`config.mk`:
```
export PLATFORM = sky130hd
export DESIGN_NAME = circular_hue_interpolator_unit
export DESIGN_NICKNAME = d
export VERILOG_FILES = /design/src/design/chi_pkg.sv /design/src/design/chi_reduce.sv /design/src/design/chi_dist_mul.sv /design/src/design/chi_divider.sv /design/src/design/chi_wrap_out.sv /design/src/design/circular_hue_interpolator_unit.sv
export SDC_FILE = /design/constraint.sdc
export NUM_CORES = 1
export LEC_CHECK = 0
export ABC_CLOCK_PERIOD_IN_PS = 6260
export BUFFER_PORTS_ARGS = -buffer_cell sky130_fd_sc_hd__buf_2
export CORE_MARGIN = 4
export CORE_UTILIZATION = 25
export DETAILED_ROUTE_END_ITERATION = 16
export HOLD_SLACK_MARGIN = 0.02
export PLACE_DENSITY = 0.39
export SYNTH_ARGS = -nofsm -noshare
export SYNTH_HDL_FRONTEND = slang
export SYNTH_SLANG_ARGS = --single-unit
export TNS_END_PERCENT = 50
```
`constraint.sdc`:
```
create_clock -name clk -period 6.26 [get_ports clk]
set_clock_uncertainty 0.1 [all_clocks]
set_input_delay 0.313 -clock clk [delete_from_list [all_inputs] [get_ports clk]]
set_output_delay 0.313 -clock clk [all_outputs]
set_load 0.05 [all_outputs]
```
`src/design/chi_pkg.sv`:
```
`timescale 1ns / 1ps
// ----------------------------------------------------------------------------
// Circular hue interpolator package
// Shared widths, defaults and elaboration helpers for the hue interpolator.
// ----------------------------------------------------------------------------
package chi_pkg;

    // Field widths of the input and result words.
    localparam int HUE_W = 11;
    localparam int CNT_W = 16;

    // Width that holds any circle size plus a hue, used for compares.
    localparam int CMP_W = 17;

    // Number of distinct codes of a hue field.
    localparam int HUE_RANGE = 1 << HUE_W;

    // Default number of positions on the hue circle.
    localparam int HUE_STEPS_DEFAULT = 1536;

    // Number of conditional subtract steps that reduce a hue field modulo
    // the circle size: the smallest n with (circle << n) above every hue
    // code, and never less than one stage.
    function automatic int reduce_stages(input int circle);
        int n;
        n = 0;
        for (int k = 0; k < CMP_W; k++)
        begin
            if ((circle << n) < HUE_RANGE)
            begin
                n = n + 1;
            end
        end
        if (n == 0)
        begin
            n = 1;
        end
        return n;
    endfunction

endpackage

```
`src/design/chi_reduce.sv`:
```
`timescale 1ns / 1ps
// ----------------------------------------------------------------------------
// Hue reduction pipeline
// Reduces start and stop hues modulo the circle size, one conditional
// subtract of a shifted circle size per stage, and clamps the step index.
// ----------------------------------------------------------------------------
module chi_reduce #(
    parameter int HUE_STEPS = chi_pkg::HUE_STEPS_DEFAULT
) (
    input  logic                       clk,
    input  logic                       rst_n,
    input  logic                       in_valid,
    output logic                       in_ready,
    input  logic [chi_pkg::HUE_W-1:0]  start_hue,
    input  logic [chi_pkg::HUE_W-1:0]  stop_hue,
    input  logic [chi_pkg::CNT_W-1:0]  step_count,
    input  logic [chi_pkg::CNT_W-1:0]  step_index,
    output logic                       out_valid,
    input  logic                       out_ready,
    output logic [chi_pkg::HUE_W-1:0]  start_red,
    output logic [chi_pkg::HUE_W-1:0]  stop_red,
    output logic [chi_pkg::CNT_W-1:0]  count_out,
    output logic [chi_pkg::CNT_W-1:0]  index_out
);

    localparam int NS    = chi_pkg::reduce_stages(HUE_STEPS);
    localparam int HW    = chi_pkg::HUE_W;
    localparam int CW    = chi_pkg::CNT_W;
    localparam int CMPW  = chi_pkg::CMP_W;

    logic [NS-1:0] valid_reg;
    logic [NS-1:0] stage_ready;
    logic [HW-1:0] start_reg  [NS];
    logic [HW-1:0] stop_reg   [NS];
    logic [CW-1:0] count_reg  [NS];
    logic [CW-1:0] index_reg  [NS];
    logic [HW-1:0] start_next [NS];
    logic [HW-1:0] stop_next  [NS];

    genvar i;
    generate
        for (i = 0; i < NS; i++)
        begin : g_stage
            localparam int SH = NS - 1 - i;
            localparam logic [CMPW-1:0] SUB = CMPW'(HUE_STEPS) << SH;

            logic          v_in;
            logic [HW-1:0] start_in;
            logic [HW-1:0] stop_in;
            logic [CW-1:0] count_in;
            logic [CW-1:0] index_in;
            logic          ready_dn;

            // Stage inputs: the port for the first stage, else the stage before.
            if (i == 0)
            begin : g_first
                assign v_in     = in_valid;
                assign start_in = start_hue;
                assign stop_in  = stop_hue;
                assign count_in = step_count;
                assign index_in = (step_index > step_count) ? step_count : step_index;
            end
            else
            begin : g_mid
                assign v_in     = valid_reg[i-1];
                assign start_in = start_reg[i-1];
                assign stop_in  = stop_reg[i-1];
                assign count_in = count_reg[i-1];
                assign index_in = index_reg[i-1];
            end

            if (i == NS - 1)
            begin : g_last_rdy
                assign ready_dn = out_ready;
            end
            else
            begin : g_mid_rdy
                assign ready_dn = stage_ready[i+1];
            end

            // A stage takes a new word when it is empty or its word moves on.
            assign stage_ready[i] = !valid_reg[i] || ready_dn;

            // Conditional subtract of the shifted circle size.
            always_comb
            begin
                start_next[i] = start_in;
                stop_next[i]  = stop_in;
                if (CMPW'(start_in) >= SUB)
                begin
                    start_next[i] = HW'(CMPW'(start_in) - SUB);
                end
                if (CMPW'(stop_in) >= SUB)
                begin
                    stop_next[i] = HW'(CMPW'(stop_in) - SUB);
                end
            end

            always_ff @(posedge clk or negedge rst_n)
            begin
                if (!rst_n)
                begin
                    valid_reg[i] <= 1'b0;
                end
                else if (stage_ready[i])
                begin
                    valid_reg[i] <= v_in;
                end
            end

            always_ff @(posedge clk)
            begin
                if (stage_ready[i] && v_in)
                begin
                    start_reg[i] <= start_next[i];
                    stop_reg[i]  <= stop_next[i];
                    count_reg[i] <= count_in;
                    index_reg[i] <= index_in;
                end
            end
        end
    endgenerate

    assign in_ready  = stage_ready[0];
    assign out_valid = valid_reg[NS-1];
    assign start_red = start_reg[NS-1];
    assign stop_red  = stop_reg[NS-1];
    assign count_out = count_reg[NS-1];
    assign index_out = index_reg[NS-1];

endmodule

```
`src/design/chi_dist_mul.sv`:
```
`timescale 1ns / 1ps
// ----------------------------------------------------------------------------
// Distance and product stages
// Picks the shorter way around the circle and its direction, then forms
// the product of the distance and the clamped step index.
// ----------------------------------------------------------------------------
module chi_dist_mul #(
    parameter int HUE_STEPS = chi_pkg::HUE_STEPS_DEFAULT
) (
    input  logic                                       clk,
    input  logic                                       rst_n,
    input  logic                                       in_valid,
    output logic                                       in_ready,
    input  logic [chi_pkg::HUE_W-1:0]                  start_red,
    input  logic [chi_pkg::HUE_W-1:0]                  stop_red,
    input  logic [chi_pkg::CNT_W-1:0]                  count_in,
    input  logic [chi_pkg::CNT_W-1:0]                  index_in,
    output logic                                       out_valid,
    input  logic                                       out_ready,
    output logic [chi_pkg::HUE_W-1:0]                  start_out,
    output logic                                       up_out,
    output logic                                       zero_out,
    output logic [chi_pkg::CNT_W-1:0]                  count_out,
    output logic [$clog2(HUE_STEPS/2+1)+chi_pkg::CNT_W-1:0] prod_out
);

    localparam int HW   = chi_pkg::HUE_W;
    localparam int CW   = chi_pkg::CNT_W;
    localparam int CMPW = chi_pkg::CMP_W;
    localparam int DW   = $clog2(HUE_STEPS/2 + 1);
    localparam int PW   = DW + CW;
    localparam logic [CMPW-1:0] HALF  = CMPW'(HUE_STEPS / 2);
    localparam logic [CMPW-1:0] CIRC  = CMPW'(HUE_STEPS);

    // Stage one: distance and direction.
    logic          v1_reg;
    logic          rdy1;
    logic [HW-1:0] start1_reg;
    logic [DW-1:0] dist1_reg;
    logic          up1_reg;
    logic          zero1_reg;
    logic [CW-1:0] count1_reg;
    logic [CW-1:0] index1_reg;

    logic [HW-1:0] direct;
    logic          up_dir;
    logic [DW-1:0] dist1_next;
    logic          up1_next;

    // Stage two: product.
    logic          v2_reg;
    logic          rdy2;
    logic [HW-1:0] start2_reg;
    logic          up2_reg;
    logic          zero2_reg;
    logic [CW-1:0] count2_reg;
    logic [PW-1:0] prod2_reg;
    logic [PW-1:0] prod2_next;

    // Direct distance, and the wrap across zero when it exceeds half a turn.
    always_comb
    begin
        up_dir = (start_red <= stop_red);
        direct = up_dir ? (stop_red - start_red) : (start_red - stop_red);
        if (CMPW'(direct) > HALF)
        begin
            dist1_next = DW'(CIRC - CMPW'(direct));
            up1_next   = !up_dir;
        end
        else
        begin
            dist1_next = DW'(direct);
            up1_next   = up_dir;
        end
    end

    assign rdy2 = !v2_reg || out_ready;
    assign rdy1 = !v1_reg || rdy2;

    always_ff @(posedge clk or negedge rst_n)
    begin
        if (!rst_n)
        begin
            v1_reg <= 1'b0;
            v2_reg <= 1'b0;
        end
        else
        begin
            if (rdy1)
            begin
                v1_reg <= in_valid;
            end
            if (rdy2)
            begin
                v2_reg <= v1_reg;
            end
        end
    end

    always_ff @(posedge clk)
    begin
        if (rdy1 && in_valid)
        begin
            start1_reg <= start_red;
            dist1_reg  <= dist1_next;
            up1_reg    <= up1_next;
            zero1_reg  <= (count_in == '0);
            count1_reg <= count_in;
            index1_reg <= index_in;
        end
    end

    // Distance times step index.
    assign prod2_next = PW'(dist1_reg) * PW'(index1_reg);

    always_ff @(posedge clk)
    begin
        if (rdy2 && v1_reg)
        begin
            start2_reg <= start1_reg;
            up2_reg    <= up1_reg;
            zero2_reg  <= zero1_reg;
            count2_reg <= count1_reg;
            prod2_reg  <= prod2_next;
        end
    end

    assign in_ready  = rdy1;
    assign out_valid = v2_reg;
    assign start_out = start2_reg;
    assign up_out    = up2_reg;
    assign zero_out  = zero2_reg;
    assign count_out = count2_reg;
    assign prod_out  = prod2_reg;

endmodule

```
`src/design/chi_divider.sv`:
```
`timescale 1ns / 1ps
// ----------------------------------------------------------------------------
// Pipelined restoring divider
// Divides the product by the step count, one quotient bit per stage,
// carrying the start hue, direction and zero flag alongside.
// ----------------------------------------------------------------------------
module chi_divider #(
    parameter int HUE_STEPS = chi_pkg::HUE_STEPS_DEFAULT
) (
    input  logic                                       clk,
    input  logic                                       rst_n,
    input  logic                                       in_valid,
    output logic                                       in_ready,
    input  logic [chi_pkg::HUE_W-1:0]                  start_in,
    input  logic                                       up_in,
    input  logic                                       zero_in,
    input  logic [chi_pkg::CNT_W-1:0]                  count_in,
    input  logic [$clog2(HUE_STEPS/2+1)+chi_pkg::CNT_W-1:0] prod_in,
    output logic                                       out_valid,
    input  logic                                       out_ready,
    output logic [chi_pkg::HUE_W-1:0]                  start_out,
    output logic                                       up_out,
    output logic                                       zero_out,
    output logic [$clog2(HUE_STEPS/2+1)-1:0]           delta_out
);

    localparam int HW = chi_pkg::HUE_W;
    localparam int CW = chi_pkg::CNT_W;
    localparam int DW = $clog2(HUE_STEPS/2 + 1);
    localparam int PW = DW + CW;

    logic [DW-1:0] valid_reg;
    logic [DW-1:0] stage_ready;
    logic [HW-1:0] start_reg [DW];
    logic          up_reg    [DW];
    logic          zero_reg  [DW];
    logic [CW-1:0] count_reg [DW];
    logic [PW-1:0] rem_reg   [DW];
    logic [DW-1:0] quot_reg  [DW];
    logic [PW-1:0] rem_next  [DW];
    logic [DW-1:0] quot_next [DW];

    genvar i;
    generate
        for (i = 0; i < DW; i++)
        begin : g_stage
            localparam int B = DW - 1 - i;

            logic          v_in;
            logic [HW-1:0] start_s;
            logic          up_s;
            logic          zero_s;
            logic [CW-1:0] count_s;
            logic [PW-1:0] rem_s;
            logic [DW-1:0] quot_s;
            logic [PW-1:0] divisor;
            logic          ready_dn;

            if (i == 0)
            begin : g_first
                assign v_in    = in_valid;
                assign start_s = start_in;
                assign up_s    = up_in;
                assign zero_s  = zero_in;
                assign count_s = count_in;
                assign rem_s   = prod_in;
                assign quot_s  = '0;
            end
            else
            begin : g_mid
                assign v_in    = valid_reg[i-1];
                assign start_s = start_reg[i-1];
                assign up_s    = up_reg[i-1];
                assign zero_s  = zero_reg[i-1];
                assign count_s = count_reg[i-1];
                assign rem_s   = rem_reg[i-1];
                assign quot_s  = quot_reg[i-1];
            end

            if (i == DW - 1)
            begin : g_last_rdy
                assign ready_dn = out_ready;
            end
            else
            begin : g_mid_rdy
                assign ready_dn = stage_ready[i+1];
            end

            assign stage_ready[i] = !valid_reg[i] || ready_dn;

            // Try the step count shifted to this quotient bit.
            assign divisor = PW'(count_s) << B;

            always_comb
            begin
                rem_next[i]  = rem_s;
                quot_next[i] = quot_s;
                if (rem_s >= divisor)
                begin
                    rem_next[i]  = rem_s - divisor;
                    quot_next[i] = quot_s | (DW'(1) << B);
                end
            end

            always_ff @(posedge clk or negedge rst_n)
            begin
                if (!rst_n)
                begin
                    valid_reg[i] <= 1'b0;
                end
                else if (stage_ready[i])
                begin
                    valid_reg[i] <= v_in;
                end
            end

            always_ff @(posedge clk)
            begin
                if (stage_ready[i] && v_in)
                begin
                    start_reg[i] <= start_s;
                    up_reg[i]    <= up_s;
                    zero_reg[i]  <= zero_s;
                    count_reg[i] <= count_s;
                    rem_reg[i]   <= rem_next[i];
                    quot_reg[i]  <= quot_next[i];
                end
            end
        end
    endgenerate

    assign in_ready  = stage_ready[0];
    assign out_valid = valid_reg[DW-1];
    assign start_out = start_reg[DW-1];
    assign up_out    = up_reg[DW-1];
    assign zero_out  = zero_reg[DW-1];
    assign delta_out = quot_reg[DW-1];

endmodule

```
`src/design/chi_wrap_out.sv`:
```
`timescale 1ns / 1ps
// ----------------------------------------------------------------------------
// Wrap and output stage
// Moves the start hue by the quotient in the chosen direction, wraps it
// onto the circle and holds the result word for the consumer.
// ----------------------------------------------------------------------------
module chi_wrap_out #(
    parameter int HUE_STEPS = chi_pkg::HUE_STEPS_DEFAULT
) (
    input  logic                              clk,
    input  logic                              rst_n,
    input  logic                              in_valid,
    output logic                              in_ready,
    input  logic [chi_pkg::HUE_W-1:0]         start_in,
    input  logic                              up_in,
    input  logic                              zero_in,
    input  logic [$clog2(HUE_STEPS/2+1)-1:0]  delta_in,
    output logic                              out_valid,
    input  logic                              out_ready,
    output logic [chi_pkg::HUE_W-1:0]         hue_out,
    output logic                              zero_steps
);

    localparam int HW   = chi_pkg::HUE_W;
    localparam int CMPW = chi_pkg::CMP_W;
    localparam logic [CMPW-1:0] CIRC = CMPW'(HUE_STEPS);

    logic            valid_reg;
    logic [HW-1:0]   hue_reg;
    logic            zero_reg;
    logic [CMPW-1:0] moved;
    logic [CMPW-1:0] wrapped;
    logic [HW-1:0]   hue_next;

    // Forward adds the quotient, backward adds one turn less the quotient.
    always_comb
    begin
        if (up_in)
        begin
            moved = CMPW'(start_in) + CMPW'(delta_in);
        end
        else
        begin
            moved = CMPW'(start_in) + CIRC - CMPW'(delta_in);
        end
        wrapped  = (moved >= CIRC) ? (moved - CIRC) : moved;
        hue_next = zero_in ? start_in : wrapped[HW-1:0];
    end

    assign in_ready = !valid_reg || out_ready;

    always_ff @(posedge clk or negedge rst_n)
    begin
        if (!rst_n)
        begin
            valid_reg <= 1'b0;
        end
        else if (in_ready)
        begin
            valid_reg <= in_valid;
        end
    end

    always_ff @(posedge clk)
    begin
        if (in_ready && in_valid)
        begin
            hue_reg  <= hue_next;
            zero_reg <= zero_in;
        end
    end

    assign out_valid  = valid_reg;
    assign hue_out    = hue_reg;
    assign zero_steps = zero_reg;

endmodule

```
`src/design/circular_hue_interpolator_unit.sv`:
```
`timescale 1ns / 1ps
// ----------------------------------------------------------------------------
// Circular hue interpolator
// Interpolates between two hues the shorter way around the hue circle.
// ----------------------------------------------------------------------------
// One word goes in and one result word comes out per cycle while out_stall
// is low. Each word passes R hue reduction stages (1 for the default
// 1536-position circle), the distance and product stages, D divider
// stages of one quotient bit each, where D = clog2(HUE_STEPS/2 + 1) (10 for
// the default circle), and the output register. A zero step count returns
// the reduced start hue with zero_steps set, and a step index above the
// step count is taken as the step count. The pipeline stages advance
// independently, so an empty stage is filled even while the output word is
// stalled.
// ----------------------------------------------------------------------------
module circular_hue_interpolator_unit #(
    parameter int HUE_STEPS = chi_pkg::HUE_STEPS_DEFAULT
) (
    input  logic                       clk,
    input  logic                       rst_n,
    input  logic                       in_valid,
    output logic                       in_stall,
    input  logic [chi_pkg::HUE_W-1:0]  start_hue,
    input  logic [chi_pkg::HUE_W-1:0]  stop_hue,
    input  logic [chi_pkg::CNT_W-1:0]  step_count,
    input  logic [chi_pkg::CNT_W-1:0]  step_index,
    output logic                       out_valid,
    input  logic                       out_stall,
    output logic [chi_pkg::HUE_W-1:0]  hue_out,
    output logic                       zero_steps
);

    localparam int HW = chi_pkg::HUE_W;
    localparam int CW = chi_pkg::CNT_W;
    localparam int DW = $clog2(HUE_STEPS/2 + 1);
    localparam int PW = DW + CW;

    logic          in_ready;

    logic          red_valid;
    logic          red_ready;
    logic [HW-1:0] red_start;
    logic [HW-1:0] red_stop;
    logic [CW-1:0] red_count;
    logic [CW-1:0] red_index;

    logic          mul_valid;
    logic          mul_ready;
    logic [HW-1:0] mul_start;
    logic          mul_up;
    logic          mul_zero;
    logic [CW-1:0] mul_count;
    logic [PW-1:0] mul_prod;

    logic          div_valid;
    logic          div_ready;
    logic [HW-1:0] div_start;
    logic          div_up;
    logic          div_zero;
    logic [DW-1:0] div_delta;

    assign in_stall = !in_ready;

    // Hue reduction and index clamp.
    chi_reduce #(
        .HUE_STEPS (HUE_STEPS)
    ) u_reduce (
        .clk        (clk),
        .rst_n      (rst_n),
        .in_valid   (in_valid),
        .in_ready   (in_ready),
        .start_hue  (start_hue),
        .stop_hue   (stop_hue),
        .step_count (step_count),
        .step_index (step_index),
        .out_valid  (red_valid),
        .out_ready  (red_ready),
        .start_red  (red_start),
        .stop_red   (red_stop),
        .count_out  (red_count),
        .index_out  (red_index)
    );

    // Shorter distance and its product with the step index.
    chi_dist_mul #(
        .HUE_STEPS (HUE_STEPS)
    ) u_dist_mul (
        .clk       (clk),
        .rst_n     (rst_n),
        .in_valid  (red_valid),
        .in_ready  (red_ready),
        .start_red (red_start),
        .stop_red  (red_stop),
        .count_in  (red_count),
        .index_in  (red_index),
        .out_valid (mul_valid),
        .out_ready (mul_ready),
        .start_out (mul_start),
        .up_out    (mul_up),
        .zero_out  (mul_zero),
        .count_out (mul_count),
        .prod_out  (mul_prod)
    );

    // Division by the step count.
    chi_divider #(
        .HUE_STEPS (HUE_STEPS)
    ) u_divider (
        .clk       (clk),
        .rst_n     (rst_n),
        .in_valid  (mul_valid),
        .in_ready  (mul_ready),
        .start_in  (mul_start),
        .up_in     (mul_up),
        .zero_in   (mul_zero),
        .count_in  (mul_count),
        .prod_in   (mul_prod),
        .out_valid (div_valid),
        .out_ready (div_ready),
        .start_out (div_start),
        .up_out    (div_up),
        .zero_out  (div_zero),
        .delta_out (div_delta)
    );

    // Final step on the circle and output register.
    chi_wrap_out #(
        .HUE_STEPS (HUE_STEPS)
    ) u_wrap_out (
        .clk        (clk),
        .rst_n      (rst_n),
        .in_valid   (div_valid),
        .in_ready   (div_ready),
        .start_in   (div_start),
        .up_in      (div_up),
        .zero_in    (div_zero),
        .delta_in   (div_delta),
        .out_valid  (out_valid),
        .out_ready  (!out_stall),
        .hue_out    (hue_out),
        .zero_steps (zero_steps)
    );

endmodule

```
==> flow_metrics.env, run 1 <==
export IMPL_synth_edff_count=739
export IMPL_n_antenna_cell=0
export IMPL_worstHoldStart="start_hue[5]"
export IMPL_vias=24031
export IMPL_cts_tree="done"
export IMPL_die_y_um=410
export IMPL_worstPathMaxFanout=9
export IMPL_cts_sinks=753
export IMPL_top_level_ports=72
export IMPL_r2r_end="u_dist_mul.prod_out[25]"
export IMPL_syn2layout_area_growth_pct=17.0
export IMPL_fin_crit_sh_pct=96.0
export IMPL_r2r_slack_ps=250
export IMPL_utilization_pct=29.4
export IMPL_syn_inst=3285
export IMPL_drtAntennaViolNets=0
export IMPL_route_detailed_drc=0
export IMPL_synth_seq_area_share_pct=55.7
export IMPL_viasPerCell=4.18
export IMPL_synth_area_leader_cell="edfxtp_1"
export IMPL_gp_congestion=0.788
export IMPL_portBuffers=71
export IMPL_core_rowCount=147
export IMPL_grt_pass1_wl_um=140000
export IMPL_synth_async_reset_ratio_pct=1.86
export IMPL_wl_per_cell_um=15.1
export IMPL_hp_class="in2reg"
export IMPL_arrival_ps=6320
export IMPL_layout_commonest_cell="edfxtp_1"
export IMPL_r2r_cells=20
export IMPL_die_w_um=410
export IMPL_max_slew_margin_pct=32.1
export IMPL_die_area_mm2=0.168
export IMPL_numCtsBuffers=89
export IMPL_path_clk_slew_ps=60
export IMPL_clock_latency_ps=680
export IMPL_grt_pass1_vias=25512
export IMPL_min_delay_path_depth=2
export IMPL_fmax_ghz=0.166
export IMPL_ys_warn_count=0
export IMPL_tightest_slew_ps=1020
export IMPL_initial_utilization_pct=25.2
export IMPL_cap_violations=0
export IMPL_start_kind="register"
export IMPL_drive_above_1_share_pct=10.1
export IMPL_ys_top_cells_by_area="edfxtp_1 (55%), ha_1 (8.7%), fa_1 (6.1%)"
export IMPL_drt_wl_total_um=86700
export IMPL_crit_path_end_kind="register"
export IMPL_grt_max_degree=64
export IMPL_worst_hold_path_endpoint="u_reduce.start_reg[0][5]"
export IMPL_core_area_mm2=0.161
export IMPL_firstDrtPassIters=5
export IMPL_syn_num_nets=3747
export IMPL_hold_viol=0
export IMPL_synth_cell_types=77
export IMPL_largest_reg_flops=234
export IMPL_synth_seq_cells=753
export IMPL_root_buffer="clkbuf_16"
export IMPL_grt_overflow=0
export IMPL_cts_htree_levels=3
export IMPL_layout_common_cells="edfxtp_1 (739), inv_1 (391), ha_1 (281)"
export IMPL_initialDrtViolationCount=1107
export IMPL_antenna_found_initial=1
export IMPL_crit_required_ps=6570
export IMPL_status="finished, final reports clean"
export IMPL_globalRouteTotalUtil_pct=10.4
export IMPL_synth_top_cell_area_share_pct=54.9
export IMPL_synth_main_ff_cell="edfxtp_1"
export IMPL_synth_area_mm2=0.0404
export IMPL_slew_viol_final=0
export IMPL_synth_avg_cell_area_um2=12.3
export IMPL_dp_hpwl_um=67600
export IMPL_nets=3979
export IMPL_timing_rr_start="u_dist_mul.dist1_reg[6]"
export IMPL_cts_max_path_buffers=3
export IMPL_period_minus_slack_ps=6010
export IMPL_setup_violations=0
export IMPL_worstSetupPathType="reg2reg"
[cell usage after synthesis (61+ instances only)]
| library cell | count |
|---|---|
| and2_1 | 93 |
| inv_1 | 391 |
| nand2_1 | 213 |
| xnor2_1 | 105 |
| o21ai_0 | 143 |
| nor2_1 | 178 |
| fa_1 | 123 |
| a21oi_1 | 182 |
| xor2_1 | 80 |
| nor3_1 | 61 |
| a21o_1 | 63 |
| ha_1 | 281 |
| edfxtp_1 | 739 |
[cells by family after synthesis]
kind of cell,count (synthesis),share of synthesized area [%]
AOI/OAI and AO/OA,568,8.77
xor gates and xnor gates,185,4.01
adders and majority gates,404,14.8
buffers and inverters,457,4.28
DFF,753,55.7
muxes,68,1.83
and+or+nand+nor,850,10.6
[layout make-up]
type | count | area (um^2)
Tap cell | 2160 | 2700
Fill cell | 16439 | 113000
Timing Repair Buffer | 205 | 1520
Inverter | 393 | 1480
Clock buffer | 112 | 2330
Sequential cell | 753 | 22500
Clock inverter | 52 | 443
Multi-Input combinational cell | 2075 | 16300
[what timing repair did]
item | in CTS | in global routing
buffers inserted | 0 | 13
endpoints found under the hold margin | 79 | 0
hold buffers | 60 | 0
endpoints found under the setup margin | 0 | 4
resized for setup | 0 | 19
[critical path, cell delays in order, from the launching register on]
cell and delay, ps:
edfxtp_1 520, buf_4 230, and2_1 150, fa_1 550, fa_1 440, fa_1 510, fa_1 550, inv_1 60
fa_1 530, inv_1 40, ha_1 300, a21o_1 190, a21oi_2 140, o21ai_1 90, or3_1 350, o221a_4 250
o31ai_4 240, a21oi_2 100, a21o_1 190, a21oi_2 140, xnor2_1 70
[per-stage QoR]
stage	TNS [ps]	setup WS [ps]	hold slack, ps	cell area [um^2]	instances
6_report	0	251	256	47300	5750
5_1_grt	-18.0	-14.6	209	47300	5750
4_1_cts	0	33.4	192	47200	5737
3_5_place_dp	0	46.2	143	43800	5513
3_3_place_gp	0	8.64	140	43800	5513
2_1_floorplan	0	126	-82.6	40400	3285
[worst max path at each step]
stage / endpoint / slack, ps / cells past startpoint / startpoint
2_1_floorplan: u_dist_mul.prod_out[25] / 130 / 24 / u_dist_mul.dist1_reg[3]
3_3_place_gp: u_dist_mul.prod_out[25] / 9 / 22 / u_dist_mul.dist1_reg[6]
3_5_place_dp: u_dist_mul.prod_out[25] / 50 / 22 / u_dist_mul.dist1_reg[6]
4_1_cts: u_dist_mul.prod_out[25] / 30 / 22 / u_dist_mul.dist1_reg[6]
5_1_grt: u_dist_mul.prod_out[25] / -10 / 22 / u_dist_mul.dist1_reg[6]
6_report: u_dist_mul.prod_out[25] / 250 / 20 / u_dist_mul.dist1_reg[6]
[metal layers]
layer | vias up | global-route usage, % | part of all wire, %
li1 | 12153 | - | -
met1 | 11452 | 12.6 | 44
met2 | 274 | 18.5 | 50
met3 | 152 | 1.93 | 2.9
met4 | 0 | 3.95 | 3.7
met5 | - | 0 | 0
Power of run 1 is not shown: default switching activity piles up to over one toggle a cycle in this logic, so the estimate is an artifact.
==> run 2, diff against run 1 <==
--- a/config.mk
+++ b/config.mk
@@ -5,6 +5,7 @@
 export SDC_FILE = /design/constraint.sdc
 export NUM_CORES = 1
 export LEC_CHECK = 0
+export ABC_AREA = 1
 export ABC_CLOCK_PERIOD_IN_PS = 6260
 export BUFFER_PORTS_ARGS = -buffer_cell sky130_fd_sc_hd__buf_2
 export CORE_MARGIN = 4
==> run 2 against run 1 <==
Compared with the run above:
- via count grew 19%
- wire length rose by 21%
- critical path depth grew 1
- sequential share of layout area decreased by 2.2 points
- maximum frequency up 3.7%
- worst setup slack improved by 220 ps
- critical path type unchanged
- global-route usage up 1.3 points
- area after synthesis up 6.3%
- hold slack better by 11 ps
- largest cell class unchanged
==> flow_metrics.env, run 2 <==
export IMPL_gp_congestion=0.807
export IMPL_cap_violations=0
export IMPL_grt_max_degree=65
export IMPL_worstPathMaxFanout=10
export IMPL_initialDrtViolationCount=1674
export IMPL_place_area_mm2=0.0460
export IMPL_setup_violations=0
export IMPL_synth_area_mm2=0.0430
export IMPL_ys_warn_count=0
export IMPL_drive_above_1_share_pct=7.27
export IMPL_status="finished, final reports clean"
export IMPL_cts_max_path_buffers=3
export IMPL_top_level_ports=72
export IMPL_antenna_found_initial=3
export IMPL_hp_class="in2reg"
export IMPL_die_area_mm2=0.179
export IMPL_grt_pass1_wl_um=167000
export IMPL_min_delay_path_depth=2
export IMPL_cts_tree="done"
export IMPL_synth_edff_count=739
export IMPL_r2r_cells=21
export IMPL_synth_avg_cell_area_um2=9.98
export IMPL_drtAntennaViolNets=0
export IMPL_synth_main_ff_cell="edfxtp_1"
export IMPL_clock_latency_ps=680
export IMPL_largest_reg_flops=234
export IMPL_arrival_ps=6090
export IMPL_rsz0062_at_grt="false"
export IMPL_root_buffer="clkbuf_16"
export IMPL_crit_slowest_cell="edfxtp_1"
export IMPL_crit_family="adder cells"
export IMPL_firstDrtPassIters=6
export IMPL_start_kind="register"
export IMPL_path_cells="buf_4, nand2_1, inv_1, fa_1, fa_1, fa_1, fa_1, inv_1, fa_1, inv_1, ha_1, nand2_1, nor2_1, nand4_1, o21ai_0, buf_4, a21oi_1, o21ai_0, nand3_1, nand3_1, nand2_1"
export IMPL_layout_common_cells="nand2_1 (1023), edfxtp_1 (739), inv_1 (737)"
export IMPL_fmax_ghz=0.173
export IMPL_die_w_um=423
export IMPL_utilization_pct=29.2
export IMPL_cts_htree_levels=3
export IMPL_fin_crit_sh_pct=92.5
export IMPL_core_area_mm2=0.170
export IMPL_ys_top_cells_by_area="edfxtp_1 (52%), nand2_1 (8.9%), ha_1 (8.2%)"
export IMPL_max_slew_margin_pct=33.5
export IMPL_r2r_slack_ps=470
export IMPL_grt_overflow=0
export IMPL_grt_pass1_vias=29460
export IMPL_globalRouteTotalUtil_pct=11.8
export IMPL_yosys_top_cells_count="nand2_1 (1023), inv_1 (743), edfxtp_1 (739), ha_1 (281), o21ai_0 (244)"
export IMPL_synth_most_common_cell="nand2_1"
export IMPL_syn2layout_area_growth_pct=15.5
export IMPL_initial_utilization_pct=25.3
export IMPL_cp_num_cells=21
export IMPL_nets=4944
export IMPL_portBuffers=71
export IMPL_slew_viol_final=0
export IMPL_wl_per_cell_um=15.5
export IMPL_path_clk_slew_ps=60
export IMPL_tightest_slew_ps=989
export IMPL_timing_rr_start="u_dist_mul.dist1_reg[6]"
export IMPL_period_minus_slack_ps=5790
export IMPL_final_area_mm2=0.0496
export IMPL_viasPerCell=4.22
export IMPL_tns_ps=0
export IMPL_synth_cell_types=62
export IMPL_syn_inst=4305
export IMPL_die_y_um=423
export IMPL_hold_viol=0
export IMPL_syn_num_nets=4767
export IMPL_dp_hpwl_um=82800
export IMPL_layout_commonest_cell="nand2_1"
export IMPL_r2r_end="u_dist_mul.prod_out[23]"
export IMPL_worstSetupEndpoint="u_dist_mul.prod_out[23]"
export IMPL_numCtsBuffers=87
export IMPL_vias=28590
export IMPL_critPathLaunch="u_dist_mul.dist1_reg[6]"
export IMPL_route_detailed_drc=0
export IMPL_crit_top_cell="fa_1"
export IMPL_synth_seq_cells=753
export IMPL_cts_sinks=753
export IMPL_synth_top_cell_area_share_pct=51.6
export IMPL_worstSetupPathType="reg2reg"
export IMPL_crit_path_end_kind="register"
export IMPL_core_rowCount=151
export IMPL_synth_area_leader_cell="edfxtp_1"
export IMPL_slowest_delay_ps=550
export IMPL_cp_num_buf_inv=5
export IMPL_holdWs_ps=267
export IMPL_synth_seq_area_share_pct=52.5
export IMPL_synth_async_reset_ratio_pct=1.86
export IMPL_crit_required_ps=6560
export IMPL_drt_wl_total_um=105000
## run 2: final cells by class
cell class | count | area [um^2]
Antenna cell | 2 | 5.00
Clock buffer | 100 | 2250
Clock inverter | 63 | 682
Fill cell | 17802 | 120000
Inverter | 752 | 2830
Multi-Input combinational cell | 2721 | 17300
Sequential cell | 753 | 22500
Tap cell | 2218 | 2780
Timing Repair Buffer | 167 | 1250
## run 2: cells by family after synthesis
| group | count (synthesis) | synth area share, % |
|---|---|---|
| AOI/OAI and AO/OA | 582 | 7.39 |
| adders and majority gates | 404 | 13.9 |
| buffers and inverters | 831 | 7.45 |
| and+or+nand+nor | 1562 | 15.2 |
| xor gates and xnor gates | 173 | 3.54 |
| DFF | 753 | 52.5 |
## run 2: repair_timing
action / 4_1_cts / 5_1_grt
gates resized for setup: 0 / 0
endpoints found under the setup margin: 0 / 2
buffers inserted: 0 / 8
hold buffers: 60 / 0
endpoints found under the hold margin: 71 / 0
## run 2: worst min path at each step
stage / from / slack [ps] / to
after CTS: start_hue[3] / 190 / u_reduce.start_reg[0][3]
after global placement: rst_n / 130 / u_dist_mul.out_valid
after global routing: start_hue[7] / 220 / u_reduce.start_reg[0][7]
after detailed placement: rst_n / 140 / u_dist_mul.out_valid
after floorplan: rst_n / -80 / u_dist_mul.out_valid
final: start_hue[1] / 270 / u_reduce.start_reg[0][1]
## run 2: metrics by stage
stage / std cells / worst slack [ps]
finish: 6776 / 468
global route: 6774 / 37.5
CTS: 6766 / 304
detailed placement: 6543 / 363
global placement: 6543 / 374
floorplan: 4305 / 820
## run 2: layer usage
| layer | global-route usage (%) | part of all wire, % |
|---|---|---|
| met3 | 1.81 | 3.0 |
| met5 | 0 | 0 |
| met2 | 20.5 | 49 |
| met1 | 15.0 | 45 |
| met4 | 3.62 | 3.1 |
Power of run 2 is left out for the same reason.
==> run 3, diff against run 2 <==
--- a/config.mk
+++ b/config.mk
@@ -6,13 +6,13 @@
 export NUM_CORES = 1
 export LEC_CHECK = 0
 export ABC_AREA = 1
-export ABC_CLOCK_PERIOD_IN_PS = 6260
+export ABC_CLOCK_PERIOD_IN_PS = 7200
 export BUFFER_PORTS_ARGS = -buffer_cell sky130_fd_sc_hd__buf_2
 export CORE_MARGIN = 4
 export CORE_UTILIZATION = 25
 export DETAILED_ROUTE_END_ITERATION = 16
 export HOLD_SLACK_MARGIN = 0.02
-export PLACE_DENSITY = 0.39
+export PLACE_DENSITY = 0.38
 export SYNTH_ARGS = -nofsm -noshare
 export SYNTH_HDL_FRONTEND = slang
 export SYNTH_SLANG_ARGS = --single-unit
==> constraint.sdc (replaced) <==
create_clock -name clk -period 7.2 [get_ports clk]
set_clock_uncertainty 0.1 [all_clocks]
set_input_delay 0.36 -clock clk [delete_from_list [all_inputs] [get_ports clk]]
set_output_delay 0.36 -clock clk [all_outputs]
set_load 0.05 [all_outputs]
==> run 3 against run 2 <==
Compared with the run above:
- sequential share of layout area grew 0.077 points
- maximum frequency shrank 8.7%
- hold slack gained 4.9 ps
- flip-flop and latch count is the same
- core utilization is essentially flat
- non-clock buffer count shrank 17
- design area shrank 0.17%
- count of clock-buffer cells in the layout grew 12
==> flow_metrics.env, run 3 (synthesis results as in run 2) <==
export IMPL_cts_sinks=753
export IMPL_root_buffer="clkbuf_16"
export IMPL_dp_slack_ps=866
export IMPL_fin_crit_sh_pct=88.1
export IMPL_setup_ws_ps=860
export IMPL_cts_max_path_buffers=3
export IMPL_grt_overflow=0
export IMPL_grt_pass1_wl_um=169000
export IMPL_die_w_um=423
export IMPL_core_area_mm2=0.170
export IMPL_n_fill_cell=17793
export IMPL_vias=28449
export IMPL_initialDrtViolationCount=1533
export IMPL_core_rowCount=151
export IMPL_dp_hpwl_um=84400
export IMPL_rsz0062_at_grt="false"
export IMPL_syn2layout_area_growth_pct=15.3
export IMPL_slew_viol_final=0
export IMPL_setup_violations=0
export IMPL_die_y_um=423
export IMPL_arrival_ps=6660
export IMPL_hp_class="in2reg"
export IMPL_crit_required_ps=7520
export IMPL_nets=4930
export IMPL_layout_common_cells="nand2_1 (1023), edfxtp_1 (739), inv_1 (737)"
export IMPL_numCtsBuffers=90
export IMPL_antenna_found_initial=5
export IMPL_crit_path_end_kind="register"
export IMPL_layout_commonest_cell="nand2_1"
export IMPL_crit_slowest_cell="edfxtp_1"
export IMPL_slowest_delay_ps=760
export IMPL_drtAntennaViolNets=0
export IMPL_die_area_mm2=0.179
export IMPL_path_clk_slew_ps=60
export IMPL_period_minus_slack_ps=6340
export IMPL_crit_family="adder cells"
export IMPL_tns_ps=0
export IMPL_fmax_ghz=0.158
export IMPL_grt_pass1_vias=29471
export IMPL_crit_top_cell="fa_1"
export IMPL_cts_htree_levels=3
export IMPL_cp_num_buf_inv=3
export IMPL_wl_per_cell_um=15.8
export IMPL_drt_wl_total_um=107000
export IMPL_gp_congestion=0.825
export IMPL_clock_latency_ps=720
export IMPL_top_level_ports=72
export IMPL_tightest_slew_ps=968
export IMPL_start_kind="register"
export IMPL_path_cells="nand2_1, fa_1, inv_1, fa_1, fa_1, fa_1, inv_1, fa_1, inv_1, ha_1, nand2_1, nor2_1, nand4_1, o21ai_0, a21oi_1, o21ai_0, nand2_1, nand3b_1, nand2_1"
export IMPL_route_detailed_drc=0
export IMPL_cap_violations=0
export IMPL_drive_above_1_share_pct=6.96
export IMPL_largest_reg_flops=234
export IMPL_cts_tree="done"
export IMPL_worstSetupPathType="reg2reg"
export IMPL_firstDrtPassIters=7
export IMPL_initial_utilization_pct=25.3
export IMPL_status="finished, final reports clean"
export IMPL_portBuffers=71
export IMPL_worstPathMaxFanout=16
export IMPL_globalRouteTotalUtil_pct=12.0
export IMPL_max_slew_margin_pct=34.9
export IMPL_post_cts_setup_buffer_count=0
export IMPL_grt_max_degree=64
export IMPL_viasPerCell=4.21
export IMPL_hold_viol=0
run 3: changes by cell type in the layout (fill, tap and decap cells not counted), sizes merged:
cell      delta
bufinv       -3
clkinvlp     -1
buf         -17
diode        -1
inv          -2
clkinv       -2
clkbuf      +12
run 3: layout make-up:
class / instances / area, um^2 / area share (%)
Sequential cell: 753 / 22500 / 45.5
Multi-Input combinational cell: 2721 / 17300 / 34.9
Inverter: 752 / 2830 / 5.71
Tap cell: 2218 / 2780 / 5.60
Clock buffer: 112 / 2420 / 4.88
Timing Repair Buffer: 150 / 1100 / 2.22
Clock inverter: 55 / 583 / 1.18
Antenna cell: 1 / 2.50 / 0.00505
run 3: worst register-to-register path: cells and delay by family, from the launching register on:
family | cells | cell delay [ps]
adder cells (fa/ha/maj) | 6 | 2990
AO/OA/AOI/OAI | 3 | 1150
AND/OR/NAND/NOR | 7 | 900
flip-flops | 1 | 760
buffers and inverters | 3 | 150
run 3: worst paths after layout:
| path | from | endpoint | slack [ps] | depth (start not counted) |
|---|---|---|---|---|
| min | stop_hue[6] | u_reduce.stop_reg[0][6] | 270 | 2 |
| min reg2reg | u_divider.start_reg[7][10] | u_divider.start_reg[8][10] | 290 | 0 |
| max in group asynchronous | rst_n | u_divider.g_stage[9].v_in | 5900 | 3 |
| min in group asynchronous | rst_n | u_divider.g_stage[8].v_in | 660 | 3 |
| max | u_dist_mul.dist1_reg[3] | u_dist_mul.prod_out[25] | 860 | 19 |
| max reg2reg | u_dist_mul.dist1_reg[3] | u_dist_mul.prod_out[25] | 860 | 19 |
run 3: what timing repair did:
item	4_1_cts	5_1_grt
hold buffers	60	0
hold endpoints to repair	71	0
resized for setup	0	0
run 3: routing by layer:
metal	up-vias	wire (um)	share of wire (%)	global-route usage (%)
met5	-	0	0	0
met4	0	3160	2.9	3.95
met3	141	2780	2.6	1.63
met2	331	52300	49	21.0
met1	13412	48800	46	15.4
li1	14565	-	-	-
run 3: metrics by stage:
step / area, um^2 / hold slack [ps] / utilization (%) / instances
floorplan: 43000 / -35.6 / - / 4305
global placement: 45900 / 182 / 27.0 / 6534
detailed placement: 45900 / 188 / 27.0 / 6534
CTS: 49500 / 199 / 29.1 / 6761
global route: 49500 / 233 / 29.1 / 6761
finish: 49500 / 272 / 29.1 / 6762
Power of run 3 is left out for the same reason.
